[config.mk]
export PLATFORM = sky130hd
export DESIGN_NAME = uti_segment
export DESIGN_NICKNAME = d
export VERILOG_FILES = /design/src/rtl/uti_pkg.sv /design/src/rtl/uti_segment.sv
export SDC_FILE = /design/constraint.sdc
export NUM_CORES = 2
export LEC_CHECK = 0
export BUFFER_PORTS_ARGS = -buffer_cell sky130_fd_sc_hd__buf_2
export CAP_MARGIN = 15
export CORE_ASPECT_RATIO = 0.8
export CORE_MARGIN = 4
export CORE_UTILIZATION = 60
export CTS_BUF_LIST = sky130_fd_sc_hd__clkbuf_16
export DETAILED_ROUTE_END_ITERATION = 10
export PLACE_DENSITY = 0.84
export SETUP_SLACK_MARGIN = 0.15
export SYNTH_ARGS = -nofsm -noshare
export SYNTH_HDL_FRONTEND = slang
export SYNTH_SLANG_ARGS = --single-unit
[constraint.sdc]
create_clock -name clock -period 164.9 [get_ports clock]
set_input_delay 41.225 -clock clock [delete_from_list [all_inputs] [get_ports clock]]
set_output_delay 41.225 -clock clock [all_outputs]
set_load 0.03 [all_outputs]
[src/rtl/uti_pkg.sv]
package uti_pkg;

   // Fixed field widths
   localparam int WL_W  = 24;
   localparam int Q_W   = 20;
   localparam int PC_W  = 11;
   localparam int IDX_W = 10;

   // Quotient bits kept by the blend divider; larger magnitudes saturate anyway
   localparam int QUO_W = 21;

   localparam logic signed [Q_W-1:0] Q_MAX = 20'sh7FFFF;
   localparam logic signed [Q_W-1:0] Q_MIN = 20'sh80000;

   typedef enum logic {
      FUNC_WRITE  = 1'b0,
      FUNC_LOOKUP = 1'b1
   } func_type;

   typedef enum logic [1:0] {
      CSR_WL_MIN      = 2'd0,
      CSR_WL_MAX      = 2'd1,
      CSR_POINT_COUNT = 2'd2
   } csr_index_type;

   typedef struct packed {
      func_type                func;
      logic [IDX_W-1:0]        entry_index;
      logic signed [Q_W-1:0]   entry_real;
      logic signed [Q_W-1:0]   entry_extinction;
      logic [WL_W-1:0]         wavelength;
   } req_type;

   typedef struct packed {
      logic signed [Q_W-1:0]   index_real;
      logic signed [Q_W-1:0]   index_extinction;
   } rsp_type;

   // Segment finder to store stage
   typedef struct packed {
      logic     valid;
      func_type func;
      logic     wen;
      logic     zero_span;
   } seg_ctl_type;

   // Store stage to blend pipeline
   typedef struct packed {
      logic valid;
      logic zero_span;
   } blend_ctl_type;

endpackage

[src/rtl/uti_segment.sv]
module uti_segment import uti_pkg::*; #(
   parameter int TABLE_DEPTH = 1024,
   localparam int AW   = $clog2(TABLE_DEPTH),
   localparam int NW   = WL_W + AW,
   localparam int NUMW = NW + 1
) (
   input  logic                   clock,
   input  logic                   reset,
   input  logic                   adv,
   input  logic                   in_valid,
   input  req_type                in_req,
   input  logic [WL_W-1:0]        wl_min,
   input  logic [WL_W-1:0]        wl_max,
   input  logic [PC_W-1:0]        point_count,
   output seg_ctl_type            out_ctl,
   output logic [AW-1:0]          out_k,
   output logic [AW-1:0]          out_k1,
   output logic [NUMW-1:0]        out_num,
   output logic [WL_W-1:0]        out_span,
   output logic [AW-1:0]          out_waddr,
   output logic [2*Q_W-1:0]       out_wdata
);

   typedef struct packed {
      logic              valid;
      func_type          func;
      logic              wen;
      logic [AW-1:0]     waddr;
      logic [2*Q_W-1:0]  wdata;
   } carry_type;

   typedef struct packed {
      carry_type         c;
      logic [NUMW-1:0]   n;
      logic [NW-1:0]     l;
      logic [NW-1:0]     rem;
      logic [AW-1:0]     q;
      logic [WL_W-1:0]   sabs;
      logic [AW-1:0]     m;
      logic              zero;
      logic              dneg;
      logic              ovf;
   } div_type;

   // Stage 0: offsets from the range start, clamped segment count
   carry_type          c0_ff, c0_in;
   logic signed [24:0] d0_ff, d0_in, s0_ff, s0_in;
   logic [AW-1:0]      m0_ff, m0_in;

   always_comb begin
      int unsigned nb;
      nb = 32'(point_count);
      if (nb < 32'd2) begin
         nb = 32'd2;
      end
      if (nb > 32'(TABLE_DEPTH)) begin
         nb = 32'(TABLE_DEPTH);
      end
      m0_in       = AW'(nb - 32'd1);
      c0_in.valid = in_valid;
      c0_in.func  = in_req.func;
      c0_in.wen   = (in_req.func == FUNC_WRITE) &&
                    (32'(in_req.entry_index) < 32'(TABLE_DEPTH));
      c0_in.waddr = AW'(in_req.entry_index);
      c0_in.wdata = {in_req.entry_real, in_req.entry_extinction};
      d0_in = $signed({1'b0, in_req.wavelength}) - $signed({1'b0, wl_min});
      s0_in = $signed({1'b0, wl_max}) - $signed({1'b0, wl_min});
   end

   // Stage 1: fold a reversed range onto a positive span
   carry_type          c1_ff;
   logic signed [24:0] d1_ff, d1_in;
   logic [WL_W-1:0]    sabs1_ff, sabs1_in;
   logic [AW-1:0]      m1_ff;
   logic               zero1_ff, zero1_in;

   always_comb begin
      if (s0_ff[24]) begin
         sabs1_in = WL_W'(-s0_ff);
         d1_in    = -d0_ff;
      end else begin
         sabs1_in = WL_W'(s0_ff);
         d1_in    = d0_ff;
      end
      zero1_in = (s0_ff == '0);
   end

   // Stage 2: dividend D*M and end-segment offset (M-1)*S
   carry_type             c2_ff;
   logic signed [NUMW-1:0] n2_ff, n2_in;
   logic [NW-1:0]         l2_ff, l2_in;
   logic [WL_W-1:0]       sabs2_ff;
   logic [AW-1:0]         m2_ff;
   logic                  zero2_ff, dneg2_ff;

   always_comb begin
      n2_in = d1_ff * $signed({1'b0, m1_ff});
      l2_in = (m1_ff - 1'b1) * sabs1_ff;
   end

   always_ff @(posedge clock) begin
      if (reset) begin
         c0_ff.valid <= 1'b0;
         c1_ff.valid <= 1'b0;
         c2_ff.valid <= 1'b0;
      end else if (adv) begin
         c0_ff    <= c0_in;
         d0_ff    <= d0_in;
         s0_ff    <= s0_in;
         m0_ff    <= m0_in;
         c1_ff    <= c0_ff;
         d1_ff    <= d1_in;
         sabs1_ff <= sabs1_in;
         m1_ff    <= m0_ff;
         zero1_ff <= zero1_in;
         c2_ff    <= c1_ff;
         n2_ff    <= n2_in;
         l2_ff    <= l2_in;
         sabs2_ff <= sabs1_ff;
         m2_ff    <= m1_ff;
         zero2_ff <= zero1_ff;
         dneg2_ff <= d1_ff[24];
      end
   end

   // Stage 3 and on: restoring division, one quotient bit per stage
   div_type dv_ff [AW+1];

   for (genvar g = 0; g <= AW; g++) begin : g_div
      div_type dv_in;
      if (g == 0) begin : g_head
         always_comb begin
            dv_in      = '0;
            dv_in.c    = c2_ff;
            dv_in.n    = n2_ff;
            dv_in.l    = l2_ff;
            dv_in.rem  = n2_ff[NW-1:0];
            dv_in.sabs = sabs2_ff;
            dv_in.m    = m2_ff;
            dv_in.zero = zero2_ff;
            dv_in.dneg = dneg2_ff;
            dv_in.ovf  = !dneg2_ff && (n2_ff[NW-1:0] >= {sabs2_ff, {AW{1'b0}}});
         end
      end else begin : g_step
         localparam int J = AW - g;
         logic [NW-1:0] trial;
         always_comb begin
            dv_in = dv_ff[g-1];
            trial = NW'(dv_ff[g-1].sabs) << J;
            if (dv_ff[g-1].rem >= trial) begin
               dv_in.rem  = dv_ff[g-1].rem - trial;
               dv_in.q[J] = 1'b1;
            end
         end
      end
      always_ff @(posedge clock) begin
         if (reset) begin
            dv_ff[g].c.valid <= 1'b0;
         end else if (adv) begin
            dv_ff[g] <= dv_in;
         end
      end
   end

   // Final stage: clamp the segment and form the in-segment numerator
   seg_ctl_type      ctl_ff, ctl_in;
   logic [AW-1:0]    k_ff, k_in, k1_ff, waddr_ff;
   logic [NUMW-1:0]  num_ff, num_in;
   logic [WL_W-1:0]  span_ff;
   logic [2*Q_W-1:0] wdata_ff;
   logic [AW-1:0]    mm1;
   logic             big;

   always_comb begin
      mm1 = dv_ff[AW].m - 1'b1;
      big = dv_ff[AW].ovf || (dv_ff[AW].q > mm1);
      if (dv_ff[AW].dneg || dv_ff[AW].zero) begin
         k_in   = '0;
         num_in = dv_ff[AW].n;
      end else if (big) begin
         k_in   = mm1;
         num_in = $signed(dv_ff[AW].n) - $signed({1'b0, dv_ff[AW].l});
      end else begin
         k_in   = dv_ff[AW].q;
         num_in = {1'b0, dv_ff[AW].rem};
      end
      ctl_in.valid     = dv_ff[AW].c.valid;
      ctl_in.func      = dv_ff[AW].c.func;
      ctl_in.wen       = dv_ff[AW].c.wen;
      ctl_in.zero_span = dv_ff[AW].zero;
   end

   always_ff @(posedge clock) begin
      if (reset) begin
         ctl_ff.valid <= 1'b0;
      end else if (adv) begin
         ctl_ff   <= ctl_in;
         k_ff     <= k_in;
         k1_ff    <= k_in + 1'b1;
         num_ff   <= num_in;
         span_ff  <= dv_ff[AW].sabs;
         waddr_ff <= dv_ff[AW].c.waddr;
         wdata_ff <= dv_ff[AW].c.wdata;
      end
   end

   assign out_ctl   = ctl_ff;
   assign out_k     = k_ff;
   assign out_k1    = k1_ff;
   assign out_num   = num_ff;
   assign out_span  = span_ff;
   assign out_waddr = waddr_ff;
   assign out_wdata = wdata_ff;

endmodule

==> flow_summary.yaml <==
route:
  first_iter_violations: 8803
  vias: 68220
  firstDrtPassIters: 9
  avgRoutedWirePerCell_um: 22.83
  drc: 0
  vias_per_cell: 5.953
  drt_wl_total_um: 261600
  ant_nets: 0
setup_path:
  cp.required_ns: 165.39
  cp_max_fo: 192
  critical_path.startpoint_type: "input pin"
  cp-end-kind: "register"
  criticalPathCategory: "input pin to register"
  crit_arrival_ns: 48.04
cells_and_area:
  final_nets: 9703
  synthToLayoutAreaGrowth_pct: 10.41
  instances_no_fill: 11460
  fin_area_um2: 131500
  drive_gt1_frac: 0.09102
  num-fill-cells: 12670
clock_network:
  cts_buffers: 231
  cts.sink_count: 2616
  cts_hold_buf: 0
  cts.clk_slew.worst_paths_ns: 0.07
  cts_tree: "done"
  postCtsSetupBuffers: 0
  clockBufferDepth: 3
  cts_resized: 0
  cts_max_level: 4
  clockRootBuffer: "clkbuf_16"
  insertion_delay_ns: 0.89
power_and_ir_drop:
  total_power_uw: 1826
  pwr-share-comb: 0.243
  power_density_nw_per_um2: 13.89
  netSwitchingFraction: 0.3031
  leakagePower_uw: 0.04984
  p_sw_uw: 553.6
  p_int_uw: 1273
  irDropWorstVdd_v: 0.00001472
  seqPwrFrac: 0.453
  p_clk_frac: 0.304
die:
  coreArea_um2: 196300
  dieArea_um2: 205700
  top_level_ports: 271
  die_height_um: 406.5
  rows: 145
  initial_core_util: 0.6067
  die_x_um: 506.1
synth:
  synthesis.area_um2: 119100
  synthCells: 8245
  yosysWarnings: 0
  synth_edf_count: 2612
  synthFlopType: "edfxtp_1"
  synth.distinct_cells: 91
  synth_seq_cells: 2616
  synth_nets: 9334
  synth_seq_area_share: 0.6593
  async_flop_share: 0
  syn_avg_cell_area_um2: 14.44
sta:
  fin_crit_sh: 0.2883
  skew_ns: 0.1198
  worst_slack_ns: 117.35
  hold_violations: 0
  tightest_slew_ns: 1.196
  finalCriticalPeriod_ns: 47.55
  timing.slew.headroom: 0.2025
  rsz0062_at_grt: "false"
  tns_ns: 0
  timing.fmax_ghz: 0.02103
  slew_violations: 0
  setup_viol: 0
grt:
  antenna_found_initial: 5
  grt_max_degree: 215
  grtUsageTotal: 0.2522
  grt-ovfl-total: 0
  grt_pass1_vias: 68750
  grt_pass1_wl_um: 401700
placement:
  io_buffers: 270
  placed_cells: 11030
  placed_cell_area_um2: 123600
  dp.final_hpwl_um: 168900
  place_ws_ns: 116.63
  place_congestion: 0.9206
worst_hold_path:
  hold_class: "register to register"
job:
  cap_violations: 0
run_status:
  outcome: "complete, no violations"
## routing by layer
metal,vias up,wire (um),track usage
met4,2,12900,0.1084
li1,30300,-,-
met5,-,9,0
met2,3903,125000,0.4137
met3,892,22190,0.04034
met1,33130,101500,0.3391
## stage by stage
| step | hold slack [ns] | utilization |
|---|---|---|
| 6_report | 0.3141 | 0.6699 |
| 5_1_grt | 0.3203 | 0.6698 |
| 4_1_cts | 0.3103 | 0.6696 |
| 3_5_place_dp | 0.4045 | 0.6296 |
| 3_3_place_gp | 0.4001 | 0.6296 |
| 2_1_floorplan | 0.4003 | - |
## power groups by stage
stage / Sequential, uW / Combinational (uW) / Clock (uW)
4_1_cts: 826 / 436 / 565
2_1_floorplan: 921 / 308 / 0
3_3_place_gp: 836 / 409 / 0
3_5_place_dp: 839 / 426 / 0
5_1_grt: 829 / 485 / 595
6_report: 827 / 443 / 556
## area by class of cell
cell class              instances  area, um^2  area share
well taps                    2646        3311     0.02518
diodes                          3       7.507  0.00005709
repair buffers                330        1904     0.01448
multi-input cells            4575       36670      0.2789
clock inverters               198        2051     0.01560
inverters                     860        3229     0.02456
clock buffers                 232        5806     0.04415
flip-flops and latches       2616       78520      0.5971
## sequential cells by signal, indices dropped and copies added, names as in the netlist, 4 cells and up
name	flops
m0_ff	10
c0_ff	53
m2_ff	10
sabs1_ff	24
out_wdata	40
s0_ff	25
d1_ff	25
n2_ff	35
out_k	10
l2_ff	34
c1_ff	53
m1_ff	10
out_ctl	4
sabs2_ff	24
out_waddr	10
c2_ff	53
out_k1	10
out_num	35
out_span	24
dv_ff	2099
d0_ff	25
## cells in the mapped netlist, types with 10 or more instances
master | count | share of area
a31oi_1 | 41 | 0.0022
xnor2_1 | 247 | 0.018
nor2b_1 | 108 | 0.0057
nand4_1 | 52 | 0.0027
clkbuf_1 | 160 | 0.0050
o21ai_0 | 348 | 0.015
nand2_1 | 616 | 0.019
nand3b_1 | 13 | 0.00082
buf_1 | 21 | 0.00066
or2_2 | 34 | 0.0018
or4_1 | 15 | 0.00095
a31o_2 | 11 | 0.00081
and2_1 | 242 | 0.013
xor2_1 | 178 | 0.013
a211o_1 | 16 | 0.0012
mux2_2 | 48 | 0.0045
a21oi_1 | 375 | 0.016
or3_1 | 45 | 0.0024
nand4b_1 | 10 | 0.00074
nor3_1 | 95 | 0.0040
nand3_1 | 82 | 0.0034
mux2i_1 | 18 | 0.0015
a21o_1 | 122 | 0.0077
o21bai_1 | 28 | 0.0018
ha_1 | 526 | 0.055
nor4_1 | 37 | 0.0019
and3_1 | 37 | 0.0019
o31ai_1 | 37 | 0.0023
o41ai_1 | 13 | 0.00096
edfxtp_1 | 2612 | 0.66
o31a_1 | 18 | 0.0013
a21boi_0 | 17 | 0.0011
o21a_1 | 67 | 0.0042
nor4b_1 | 13 | 0.00096
nand2b_1 | 82 | 0.0043
fa_1 | 425 | 0.071
inv_1 | 858 | 0.027
o211ai_1 | 27 | 0.0017
a211oi_1 | 36 | 0.0023
nor2_1 | 366 | 0.012
## cell usage in the layout, fill, tap and decap left out, types with 41 or more instances in the layout
master and n:
xnor2_1 247, and2_1 242, a21oi_1 374, clkinv_2 42, a31oi_1 41, xor2_1 175
nor3_1 95, edfxtp_1 2612, nand2_1 616, nand2b_1 82, clkbuf_16 232, fa_1 425
or3_1 45, ha_1 526, buf_2 270, nor2_1 364, buf_4 52, o21ai_0 348
mux2_2 48, o21a_1 67, nand4_1 52, a21o_1 122, nand3_1 82, inv_1 888
nor2b_1 107, clkinv_1 51
## worst max-delay path: stages
cell,delay [ns]
buf_2,0.17
nor2b_4,0.61
buf_4,0.77
buf_4,0.77
buf_4,0.87
buf_4,0.74
buf_12,0.68
buf_4,0.77
buf_4,0.93
## worst paths after layout
path | endpoint | slack (ns) | depth (start not counted) | start
min reg2reg | dv_ff[2][114]$_DFFE_PP_ | 0.31 | 0 | dv_ff[1][114]$_DFFE_PP_
max | c1_ff[18]$_DFFE_PP_ | 117.35 | 9 | adv
max reg2reg | l2_ff[32]$_DFFE_PP_ | 156.68 | 25 | m1_ff[1]$_DFFE_PP_
min | dv_ff[2][114]$_DFFE_PP_ | 0.31 | 0 | dv_ff[1][114]$_DFFE_PP_
## cells by family after synthesis
family,synth area share
flops,0.6593
simple gates,0.07730
compound gates,0.06598
buf+inv,0.03345
fa+ha+maj,0.1267
xor+xnor,0.03125
mux,0.006051
Power figures use the tool's default switching activity.
